**src/rtl/lrc_pkg.sv**
```systemverilog
// shared constants and character-class helpers for the lrc timestamp parser
`timescale 1ns / 1ps
`default_nettype none

package lrc_pkg;

   // result kinds
   localparam logic KIND_CHAR  = 1'b0;
   localparam logic KIND_STAMP = 1'b1;

   // field widths
   localparam int unsigned BYTE_W = 8;
   localparam int unsigned TIME_W = 23;
   localparam int unsigned IDX_W  = 4;

   // stamp layout: nine gathered bytes, tenth byte closes the stamp
   localparam int unsigned STAMP_LEN   = 10;
   localparam int unsigned STAMP_DEPTH = STAMP_LEN - 1;

   // byte codes
   localparam logic [BYTE_W-1:0] CHAR_NUL    = 8'h00;
   localparam logic [BYTE_W-1:0] CHAR_LF     = 8'h0A;
   localparam logic [BYTE_W-1:0] CHAR_CR     = 8'h0D;
   localparam logic [BYTE_W-1:0] CHAR_OPEN   = 8'h5B;
   localparam logic [BYTE_W-1:0] CHAR_CLOSE  = 8'h5D;
   localparam logic [BYTE_W-1:0] CHAR_COLON  = 8'h3A;

   // time weights in milliseconds
   localparam int unsigned MS_PER_MIN  = 60000;
   localparam int unsigned MS_PER_SEC  = 1000;
   localparam int unsigned MS_PER_DSEC = 100;
   localparam int unsigned MS_PER_CSEC = 10;

   function automatic logic is_digit(input logic [BYTE_W-1:0] b);
      return (b >= 8'h30) && (b <= 8'h39);
   endfunction

   // printable, not letter or digit
   function automatic logic is_punct(input logic [BYTE_W-1:0] b);
      return ((b >= 8'd33)  && (b <= 8'd47))  ||
             ((b >= 8'd58)  && (b <= 8'd64))  ||
             ((b >= 8'd91)  && (b <= 8'd96))  ||
             ((b >= 8'd123) && (b <= 8'd126));
   endfunction

endpackage

`default_nettype wire

```
**src/rtl/lrc_lyric_timestamp_parser.sv**
```systemverilog
// top level of the lrc lyric timestamp parser
`timescale 1ns / 1ps
`default_nettype none

// Streams an lrc lyric file one byte per request. Each line must open with a
// ten byte stamp of the form [MM:ss.cc]; a good stamp yields a stamp result
// (kind 1) with the time in ms and the delay since the previous stamp, and
// the rest of that line comes out as character results (kind 0). A line with
// a bad stamp is dropped up to its line feed, carriage returns after the
// stamp are dropped, and a zero byte halts the parser until a request with
// restart set. A time earlier than the previous one gives delay 0 and sets
// backwards. The block takes one request per cycle while the result channel
// does not stall; each request is held in the input register and its result,
// if any, is loaded into the result register when the request moves on. The
// parser state (stamp bytes, index, line flags, last time) is updated in the
// same cycle that the result register is loaded.
module lrc_lyric_timestamp_parser (
   input  wire                               clock,
   input  wire                               reset,
   // request channel
   input  wire                               req_valid,
   output logic                              req_stall,
   input  wire  [lrc_pkg::BYTE_W-1:0]        req_byte_in,
   input  wire                               req_restart,
   // result channel
   output logic                              rsp_valid,
   input  wire                               rsp_stall,
   output logic                              rsp_kind,
   output logic [lrc_pkg::BYTE_W-1:0]        rsp_char_code,
   output logic [lrc_pkg::TIME_W-1:0]        rsp_time_ms,
   output logic [lrc_pkg::TIME_W-1:0]        rsp_delay_ms,
   output logic                              rsp_backwards
);
   import lrc_pkg::*;

   // input register
   logic              in_valid_ff;
   logic [BYTE_W-1:0] in_byte_ff;
   logic              in_restart_ff;

   // parser state
   logic [BYTE_W-1:0] stamp_buf_ff [STAMP_DEPTH];
   logic [IDX_W-1:0]  stamp_idx_ff, stamp_idx_in;
   logic              reading_ff, reading_in;
   logic              show_ff, show_in;
   logic [TIME_W-1:0] last_time_ff, last_time_in;
   logic              stopped_ff, stopped_in;
   logic              buf_we;

   // result register
   logic              rsp_valid_ff, rsp_valid_in;
   logic              rsp_kind_ff, rsp_kind_in;
   logic [BYTE_W-1:0] rsp_char_ff, rsp_char_in;
   logic [TIME_W-1:0] rsp_time_ff, rsp_time_in;
   logic [TIME_W-1:0] rsp_delay_ff, rsp_delay_in;
   logic              rsp_back_ff, rsp_back_in;

   // the held request moves on when the result slot is free or being emptied
   logic advance;
   assign advance   = in_valid_ff && (!rsp_valid_ff || !rsp_stall);
   assign req_stall = in_valid_ff && !advance;

   always_ff @(posedge clock) begin
      if (reset) begin
         in_valid_ff <= 1'b0;
      end else if (!req_stall) begin
         in_valid_ff <= req_valid;
      end
   end

   always_ff @(posedge clock) begin
      if (!req_stall && req_valid) begin
         in_byte_ff    <= req_byte_in;
         in_restart_ff <= req_restart;
      end
   end

   // stamp decode from the gathered bytes plus the closing byte
   logic              stamp_ok;
   logic [3:0]        d_min_hi, d_min_lo, d_sec_hi, d_sec_lo, d_ds, d_cs;
   logic [6:0]        mm_val, ss_val;
   logic [9:0]        cs_val;
   logic [TIME_W-1:0] stamp_time;
   logic              is_back;

   assign stamp_ok = (stamp_buf_ff[0] == CHAR_OPEN) &&
                     is_digit(stamp_buf_ff[1]) && is_digit(stamp_buf_ff[2]) &&
                     (stamp_buf_ff[3] == CHAR_COLON) &&
                     is_digit(stamp_buf_ff[4]) && is_digit(stamp_buf_ff[5]) &&
                     is_punct(stamp_buf_ff[6]) &&
                     is_digit(stamp_buf_ff[7]) && is_digit(stamp_buf_ff[8]) &&
                     (in_byte_ff == CHAR_CLOSE);

   // ascii digits carry their value in the low nibble
   assign d_min_hi = stamp_buf_ff[1][3:0];
   assign d_min_lo = stamp_buf_ff[2][3:0];
   assign d_sec_hi = stamp_buf_ff[4][3:0];
   assign d_sec_lo = stamp_buf_ff[5][3:0];
   assign d_ds     = stamp_buf_ff[7][3:0];
   assign d_cs     = stamp_buf_ff[8][3:0];

   assign mm_val = 7'({3'b000, d_min_hi} * 7'd10 + {3'b000, d_min_lo});
   assign ss_val = 7'({3'b000, d_sec_hi} * 7'd10 + {3'b000, d_sec_lo});
   assign cs_val = 10'(32'(d_ds) * MS_PER_DSEC + 32'(d_cs) * MS_PER_CSEC);

   // at most 99:99.99, well inside 23 bits
   assign stamp_time = TIME_W'(32'(mm_val) * MS_PER_MIN + 32'(ss_val) * MS_PER_SEC
                               + 32'(cs_val));
   assign is_back    = stamp_time < last_time_ff;

   always_comb begin
      stamp_idx_in = stamp_idx_ff;
      reading_in   = reading_ff;
      show_in      = show_ff;
      last_time_in = last_time_ff;
      stopped_in   = stopped_ff;
      buf_we       = 1'b0;
      rsp_valid_in = 1'b0;
      rsp_kind_in  = KIND_CHAR;
      rsp_char_in  = '0;
      rsp_time_in  = '0;
      rsp_delay_in = '0;
      rsp_back_in  = 1'b0;

      if (in_restart_ff) begin
         stamp_idx_in = '0;
         reading_in   = 1'b1;
         show_in      = 1'b0;
         last_time_in = '0;
         stopped_in   = 1'b0;
      end else if (stopped_ff) begin
         // halted until restart
      end else if (in_byte_ff == CHAR_NUL) begin
         stopped_in = 1'b1;
      end else if (reading_ff) begin
         if (in_byte_ff == CHAR_LF) begin
            // short line: start gathering over
            stamp_idx_in = '0;
         end else if (stamp_idx_ff < IDX_W'(STAMP_DEPTH)) begin
            buf_we       = 1'b1;
            stamp_idx_in = stamp_idx_ff + IDX_W'(1);
         end else begin
            // closing byte: check the whole stamp
            reading_in = 1'b0;
            if (!stamp_ok) begin
               show_in = 1'b0;
            end else begin
               stamp_idx_in = '0;
               show_in      = 1'b1;
               last_time_in = stamp_time;
               rsp_valid_in = 1'b1;
               rsp_kind_in  = KIND_STAMP;
               rsp_time_in  = stamp_time;
               rsp_delay_in = is_back ? '0 : stamp_time - last_time_ff;
               rsp_back_in  = is_back;
            end
         end
      end else if (in_byte_ff == CHAR_CR) begin
         // dropped
      end else if (in_byte_ff == CHAR_LF) begin
         reading_in   = 1'b1;
         stamp_idx_in = '0;
      end else if (show_ff) begin
         rsp_valid_in = 1'b1;
         rsp_kind_in  = KIND_CHAR;
         rsp_char_in  = in_byte_ff;
      end
   end

   always_ff @(posedge clock) begin
      if (reset) begin
         stamp_idx_ff <= '0;
         reading_ff   <= 1'b1;
         show_ff      <= 1'b0;
         last_time_ff <= '0;
         stopped_ff   <= 1'b0;
      end else if (advance) begin
         stamp_idx_ff <= stamp_idx_in;
         reading_ff   <= reading_in;
         show_ff      <= show_in;
         last_time_ff <= last_time_in;
         stopped_ff   <= stopped_in;
      end
   end

   // stamp bytes, no reset: each entry is written before the check reads it
   always_ff @(posedge clock) begin
      if (advance && buf_we) begin
         stamp_buf_ff[stamp_idx_ff] <= in_byte_ff;
      end
   end

   always_ff @(posedge clock) begin
      if (reset) begin
         rsp_valid_ff <= 1'b0;
      end else if (advance) begin
         rsp_valid_ff <= rsp_valid_in;
      end else if (!rsp_stall) begin
         rsp_valid_ff <= 1'b0;
      end
   end

   always_ff @(posedge clock) begin
      if (advance) begin
         rsp_kind_ff  <= rsp_kind_in;
         rsp_char_ff  <= rsp_char_in;
         rsp_time_ff  <= rsp_time_in;
         rsp_delay_ff <= rsp_delay_in;
         rsp_back_ff  <= rsp_back_in;
      end
   end

   assign rsp_valid     = rsp_valid_ff;
   assign rsp_kind      = rsp_kind_ff;
   assign rsp_char_code = rsp_char_ff;
   assign rsp_time_ms   = rsp_time_ff;
   assign rsp_delay_ms  = rsp_delay_ff;
   assign rsp_backwards = rsp_back_ff;

   // a backward stamp never carries a delay
   a_back_no_delay : assert property (@(posedge clock) disable iff (reset)
      (rsp_valid_ff && rsp_back_ff) |-> (rsp_kind_ff == KIND_STAMP) && (rsp_delay_ff == '0))
      else $error("backward stamp with nonzero delay");

   // character results leave the time fields clear
   a_char_clean : assert property (@(posedge clock) disable iff (reset)
      (rsp_valid_ff && rsp_kind_ff == KIND_CHAR) |->
         (rsp_time_ff == '0) && (rsp_delay_ff == '0) && !rsp_back_ff)
      else $error("character result with time fields set");

   // a shown stamp is the one remembered as last time
   a_last_time : assert property (@(posedge clock) disable iff (reset)
      (rsp_valid_ff && rsp_kind_ff == KIND_STAMP) |-> (last_time_ff == rsp_time_ff))
      else $error("last time does not match shown stamp");

   // a halted parser produces nothing for a plain byte
   a_stopped_quiet : assert property (@(posedge clock) disable iff (reset)
      (advance && stopped_ff && !in_restart_ff) |=> !rsp_valid_ff)
      else $error("result produced while halted");

   // the gather index never passes the closing position
   a_idx_range : assert property (@(posedge clock) disable iff (reset)
      stamp_idx_ff <= IDX_W'(STAMP_DEPTH))
      else $error("stamp index out of range");

endmodule

`default_nettype wire
```
**config.mk**
```make
export PLATFORM = sky130hd
export DESIGN_NAME = lrc_lyric_timestamp_parser
export DESIGN_NICKNAME = d
export VERILOG_FILES = /design/src/rtl/lrc_pkg.sv /design/src/rtl/lrc_lyric_timestamp_parser.sv
export SDC_FILE = /design/constraint.sdc
export NUM_CORES = 1
export LEC_CHECK = 0
export BUFFER_PORTS_ARGS = -buffer_cell sky130_fd_sc_hd__buf_2
export CELL_PAD_IN_SITES_DETAIL_PLACEMENT = 0
export CELL_PAD_IN_SITES_GLOBAL_PLACEMENT = 1
export CORE_ASPECT_RATIO = 1.5
export CORE_MARGIN = 2
export CORE_UTILIZATION = 54
export CTS_CLUSTER_SIZE = 20
export DETAILED_ROUTE_END_ITERATION = 16
export GPL_ROUTABILITY_DRIVEN = 0
export PLACE_DENSITY = 0.85
export SLEW_MARGIN = 0
export SYNTH_ARGS = -nofsm -noshare
export SYNTH_HDL_FRONTEND = slang
export SYNTH_SLANG_ARGS = --single-unit
```
**constraint.sdc**
```tcl
create_clock -name clock -period 16.7 [get_ports clock]
set_clock_uncertainty 0.15 [all_clocks]
set_input_delay 0.835 -clock clock [delete_from_list [all_inputs] [get_ports clock]]
set_output_delay 0.835 -clock clock [all_outputs]
set_load 0.02 [all_outputs]
```
==> results.json, run 1 <==
{
  "routed_wl_mm": 24.1,
  "first_pass_iters": 5,
  "fmax_mhz": 115,
  "hold_viol_final": 0,
  "status": "completed",
  "synth_compound_area_frac": 0.114,
  "clock-sinks": 166,
  "grt_usage": 0.216,
  "finalCritPeriodShare": 0.523,
  "io_pins": 71,
  "vias_per_cell": 5.53,
  "critical_path_class": "register to register",
  "clockBufferDepth": 2,
  "num_vias": 8056,
  "synth_top_family_by_area": "adder cells",
  "core_um2": 21600,
  "layout-drive-gt1-share": 0.0979,
  "cp_common_cell": "ha_1",
  "cpPeakStageDelay_ns": 0.56,
  "cpMaxStageDelayCell": "fa_1",
  "yosysSeqAreaShare": 0.397,
  "tightestPinTransition_ns": 1.01,
  "slew_headroom": 0.326,
  "synth.area.mux_share": 0,
  "crit_arrival_ns": 8.76,
  "yosysUniqueCellTypes": 65,
  "syn_inst": 1093,
  "drv_slew": 0,
  "placed_cell_area_um2": 12400,
  "n_antenna_cell": 0,
  "avgSynthCellArea_um2": 10.8,
  "synth_edf_count": 135,
  "maxCapViolCount": 0,
  "initial_core_util": 0.546,
  "grt_pass1_vias": 8227,
  "final_antenna_net_count": 0,
  "cts_resized": 0,
  "die_w_um": 125,
  "io_buffers": 68,
  "yosys.area_share.simple": 0.123,
  "insertion_delay_ns": 0.43,
  "grt_pass1_wl_mm": 39.3,
  "clk_pin_slew_worst_paths_ns": 0.06,
  "cts_buffers": 17,
  "final-setup-viol-count": 0,
  "stdcell_area_um2": 13000,
  "hpwlAfterDp_mm": 19.3,
  "routedWlPerCell_um": 16.5,
  "die_h_um": 185,
  "ir_drop_uv": 85.1,
  "powerDensity_nw_per_um2": 91.5,
  "fin_setup_tns_ns": 0,
  "fin_util": 0.604,
  "synthAdderAreaFrac": 0.253,
  "cts_root_buffer": "clkbuf_16",
  "drt_iter0_drc": 422,
  "p_leak_nw": 5.65,
  "htree_levels": 4,
  "cts_setup_buffers": 0,
  "rsz0062_at_grt": "no",
  "crit_path_start_kind": "register",
  "synth_xor_area_frac": 0.0573,
  "dieArea_um2": 23000,
  "drcViolationCount": 0,
  "nets": 1396,
  "syn_area_um2": 11800,
  "hold_buffers": 0,
  "overflow": 0,
  "row_count": 66,
  "fin_hold_ws_ns": 0.345,
  "ys_seq_elements": 166,
  "hp-class": "register to register",
  "critical_path_required_ns": 16.73,
  "yosys_most_used_dff": "edfxtp_1",
  "timing.final.crit_period_ns": 8.73,
  "area_delta_synth_final_pct": 10.6,
  "grt_max_degree": 57,
  "end_kind": "register",
  "path_max_fanout": 22,
  "cts_tree": "built",
  "yosysWarnings": 0,
  "antenna_found_initial": 0,
  "synthArstFlopShare": 0
}
[state kept, by name, indices dropped and copies added (netlist names)]
name and flops:
rsp_delay_ms 22, last_time_ff 22, in_valid_ff 1, in_restart_ff 1
reading_ff 1, rsp_char_code 8, stamp_buf_ff 72, show_ff 1
rsp_kind 1, rsp_valid 1, stopped_ff 1, rsp_time_ms 22
in_byte_ff 8, stamp_idx_ff 4, rsp_backwards 1
[layout by cell type (no fill, tap or decap), drive strengths merged, types with 4 or more instances in the layout]
| master | Yosys | layout |
|---|---|---|
| o21a | 13 | 13 |
| nand2 | 33 | 33 |
| edfxtp | 135 | 135 |
| a31oi | 5 | 5 |
| o21ai | 39 | 39 |
| nor2b | 25 | 25 |
| nor3 | 20 | 20 |
| or4 | 6 | 6 |
| nor4bb | 6 | 6 |
| inv | 156 | 162 |
| fa | 45 | 45 |
| a21oi | 51 | 51 |
| clkbuf | 8 | 18 |
| nand4b | 6 | 6 |
| nand2b | 10 | 10 |
| and3 | 21 | 21 |
| a22oi | 24 | 24 |
| nor4 | 6 | 6 |
| ha | 166 | 166 |
| a211oi | 6 | 6 |
| and2 | 17 | 17 |
| a21o | 17 | 17 |
| xnor2 | 54 | 54 |
| o21bai | 8 | 8 |
| clkinv | 0 | 4 |
| dfxtp | 31 | 31 |
| nor2 | 81 | 81 |
| nand4 | 14 | 14 |
| nand3 | 8 | 8 |
| xor2 | 23 | 23 |
| buf | 7 | 74 |
[kinds of logic after synthesis]
family	after synthesis
compound gates	198
xor+xnor	77
fa+ha+maj	211
buf+inv	171
flops	166
other cells	1
simple gates	269
[through the flow]
| stage | total power, W | setup WS (ns) | std cells |
|---|---|---|---|
| 4_1_cts | 0.00120 | 7.98 | 1457 |
| 6_report | 0.00119 | 7.97 | 1457 |
| 3_3_place_gp | 0.000805 | 8.11 | 1425 |
| 5_1_grt | 0.00125 | 7.34 | 1457 |
| 3_5_place_dp | 0.000806 | 8.01 | 1425 |
| 2_1_floorplan | 0.000729 | 8.55 | 1094 |
[worst max-delay path: cells and delay by family (launching register included)]
family | cells | cell delay [ns]
DFF | 1 | 0.45
buffers and inverters | 4 | 0.53
and+or+nand+nor | 3 | 0.36
adders and majority gates | 11 | 3.99
xor gates and xnor gates | 3 | 0.81
AOI/OAI and AO/OA | 12 | 2.18
[cell usage after synthesis, types with 4 or more instances]
cell / instances / share of area
o21bai_1: 8 / 0.0051
inv_1: 156 / 0.050
o21ai_0: 35 / 0.015
xnor2_1: 54 / 0.040
nor4_1: 6 / 0.0032
nand4_1: 14 / 0.0074
ha_1: 166 / 0.18
a211oi_1: 5 / 0.0032
nor2_1: 80 / 0.026
and3_1: 21 / 0.011
nor2b_1: 25 / 0.013
o21a_1: 13 / 0.0083
clkbuf_1: 8 / 0.0026
nand2b_1: 10 / 0.0053
edfxtp_1: 135 / 0.34
a22oi_1: 24 / 0.015
and2_1: 17 / 0.0090
xor2_1: 23 / 0.017
or4_1: 6 / 0.0038
dfxtp_1: 31 / 0.053
nand3_1: 8 / 0.0034
a21o_1: 17 / 0.011
nand4b_1: 6 / 0.0045
nand2_1: 33 / 0.011
nor3_1: 20 / 0.0085
fa_1: 45 / 0.077
buf_4: 4 / 0.0026
nor4bb_1: 6 / 0.0051
a21oi_1: 51 / 0.022
a31oi_1: 5 / 0.0027
[worst paths after layout]
path / startpoint / to / slack, ns / depth (start not counted)
setup / recovery: stamp_buf_ff[1][1] / rsp_delay_ms[2] / 7.97 / 33
hold / removal: in_valid_ff / rsp_valid / 0.35 / 2
setup reg to reg: stamp_buf_ff[1][1] / rsp_delay_ms[2] / 7.97 / 33
hold reg to reg: in_valid_ff / rsp_valid / 0.35 / 2
[power breakdown]
group | total [W] | switching (W) | internal [W]
Clock | 0.000395 | 0.000170 | 0.000224
Sequential | 0.000458 | 0.00000589 | 0.000452
Combinational | 0.000339 | 0.000199 | 0.000140
[metal layers]
metal / track usage / wire [um]
met4: 0.0845 / 707
met3: 0.0378 / 674
met1: 0.225 / 9160
met5: 0 / 0
met2: 0.424 / 13600
[area by class of cell]
class,count,area (um^2)
Fill cell,1797,8530
Multi-Input combinational cell,757,6440
Sequential cell,166,4670
Inverter,156,586
Clock buffer,18,429
Timing Repair Buffer,74,385
Tap cell,272,340
Clock inverter,14,164
No activity file was read; power rests on OpenSTA's default activity.
==> inputs of run 2 (changes only) <==
--- a/config.mk
+++ b/config.mk
@@ -10,11 +10,11 @@
 export CELL_PAD_IN_SITES_GLOBAL_PLACEMENT = 1
 export CORE_ASPECT_RATIO = 1.5
 export CORE_MARGIN = 2
-export CORE_UTILIZATION = 54
+export CORE_UTILIZATION = 45
 export CTS_CLUSTER_SIZE = 20
 export DETAILED_ROUTE_END_ITERATION = 16
 export GPL_ROUTABILITY_DRIVEN = 0
-export PLACE_DENSITY = 0.85
+export PLACE_DENSITY = 0.75
 export SLEW_MARGIN = 0
 export SYNTH_ARGS = -nofsm -noshare
 export SYNTH_HDL_FRONTEND = slang
==> constraint.sdc (replaced) <==
create_clock -name clock -period 7.2 [get_ports clock]
set_clock_uncertainty 0.15 [all_clocks]
set_input_delay 0.36 -clock clock [delete_from_list [all_inputs] [get_ports clock]]
set_output_delay 0.36 -clock clock [all_outputs]
set_load 0.02 [all_outputs]
==> results.json, run 2 (same netlist as run 1, synthesis figures left out) <==
{
  "p_leak_nw": 6.58,
  "tightestPinTransition_ns": 1.06,
  "cpPeakStageDelay_ns": 0.54,
  "vias_per_cell": 5.15,
  "drv_slew": 0,
  "fin_setup_tns_ns": -14.28,
  "stdcell_area_um2": 15100,
  "die_w_um": 136,
  "initial_core_util": 0.457,
  "dieArea_um2": 27500,
  "row_count": 72,
  "maxCapViolCount": 0,
  "grt_pass1_vias": 9267,
  "slew_headroom": 0.296,
  "hp-class": "primary input to register",
  "clockBufferDepth": 2,
  "final_common_cell": "buf_4",
  "final_cell_mix": "buf_4 (162), inv_1 (148), ha_1 (142), edfxtp_1 (135), nor2_1 (75)",
  "area_delta_synth_final_pct": 27.9,
  "powerDensity_nw_per_um2": 214,
  "largest_register_ffs": 72,
  "status": "complete, but fails checks",
  "dpl_worst_slack_ns": -0.778,
  "overflow": 0,
  "post-place-cells": 1634,
  "finalWorstSetupSlack_ns": -0.633,
  "grt_max_degree": 57,
  "layout-drive-gt1-share": 0.266,
  "clk_pin_slew_worst_paths_ns": 0.07,
  "crit_arrival_ns": 7.87,
  "grt_pass1_wl_mm": 43.9,
  "rsz0062_at_grt": "yes",
  "drcViolationCount": 0,
  "final-instance-count-excl-fill": 1691,
  "die_h_um": 202,
  "critical_path_required_ns": 7.24,
  "grt_usage": 0.204,
  "io_pins": 71,
  "finalCritPeriodShare": 1.09,
  "placed_cell_area_um2": 13900,
  "num_vias": 8712,
  "ir_drop_uv": 272,
  "cts_tree": "built",
  "clock-sinks": 166,
  "fin_hold_ws_ns": 0.0522,
  "fmax_mhz": 128,
  "violations": "setup timing",
  "drt_iter0_drc": 266,
  "insertion_delay_ns": 0.44,
  "routed_wl_mm": 26.4,
  "core_um2": 25800,
  "largest_register": "stamp_buf_ff",
  "critical_path_class": "register to register",
  "htree_levels": 4,
  "io_buffers": 68,
  "hold_viol_final": 0,
  "final-setup-viol-count": 23,
  "nets": 1569,
  "end_kind": "register",
  "antenna_found_initial": 1,
  "path_max_fanout": 11,
  "first_pass_iters": 4,
  "cpMaxStageDelayCell": "fa_1",
  "timing.final.crit_period_ns": 7.83,
  "cp_common_cell": "fa_1",
  "routedWlPerCell_um": 15.6,
  "cts_root_buffer": "clkbuf_16",
  "n_antenna_cell": 0,
  "hpwlAfterDp_mm": 21.1,
  "cts_buffers": 17,
  "final_antenna_net_count": 0,
  "crit_path_start_kind": "register"
}
## run 2: cell types whose count changed in the layout (fill, tap and decap cells not counted), sizes merged
| cell | change |
|---|---|
| dlygate4sd3 | +10 |
| bufinv | -2 |
| clkinv | +1 |
| buf | +163 |
| clkinvlp | +1 |
## run 2: final timing paths
check,start,endpoint,slack [ns],cells past startpoint
setup / recovery,stamp_buf_ff[4][0],rsp_delay_ms[19],-0.63,34
hold / removal,rsp_stall,rsp_valid,0.05,3
setup reg to reg,stamp_buf_ff[4][0],rsp_delay_ms[19],-0.63,34
hold reg to reg,show_ff,show_ff,0.34,2
## run 2: critical path, delay by kind of cell (launching register included)
kind | cells | cell delay, ns
fa+ha+maj | 10 | 4.02
compound gates | 9 | 1.23
simple gates | 5 | 0.89
buf+inv | 8 | 0.55
flops | 1 | 0.44
xor+xnor | 2 | 0.28
## run 2: layout make-up
class / count / area [um^2]
Multi-Input combinational cell: 757 / 7060
Clock inverter: 14 / 116
Clock buffer: 18 / 429
Timing Repair Buffer: 247 / 1780
Sequential cell: 166 / 4670
Fill cell: 2236 / 10700
Inverter: 156 / 588
Tap cell: 333 / 417
## run 2: routing by layer
| layer | GRT usage | wire length (um) |
|---|---|---|
| met2 | 0.410 | 15400 |
| met1 | 0.209 | 9900 |
| met3 | 0.0283 | 523 |
| met5 | 0 | 0 |
| met4 | 0.0696 | 634 |
## run 2: power breakdown
part / internal, W / switching (W) / total (W) / leakage, nW
Sequential: 0.00105 / 0.0000136 / 0.00106 / 1.55
Combinational: 0.000700 / 0.000620 / 0.00132 / 4.78
Clock: 0.000449 / 0.000394 / 0.000843 / 0.258
Total: 0.00220 / 0.00103 / 0.00322 / 6.58
## run 2: what timing repair did
| action | CTS | global route |
|---|---|---|
| endpoints found under the hold margin | 10 | 0 |
| endpoints found under the setup margin | 23 | 25 |
| pin swaps | 12 | 46 |
| hold buffers | 10 | 0 |
| gates cloned | 2 | 0 |
| setup buffers | 5 | 8 |
| resized for setup | 13 | 58 |
## run 2: metrics by stage
stage,utilization,power (W)
after global placement,0.540,0.00224
final,0.585,0.00322
after floorplan,-,0.00174
after global routing,0.585,0.00343
after CTS,0.571,0.00314
after detailed placement,0.540,0.00225
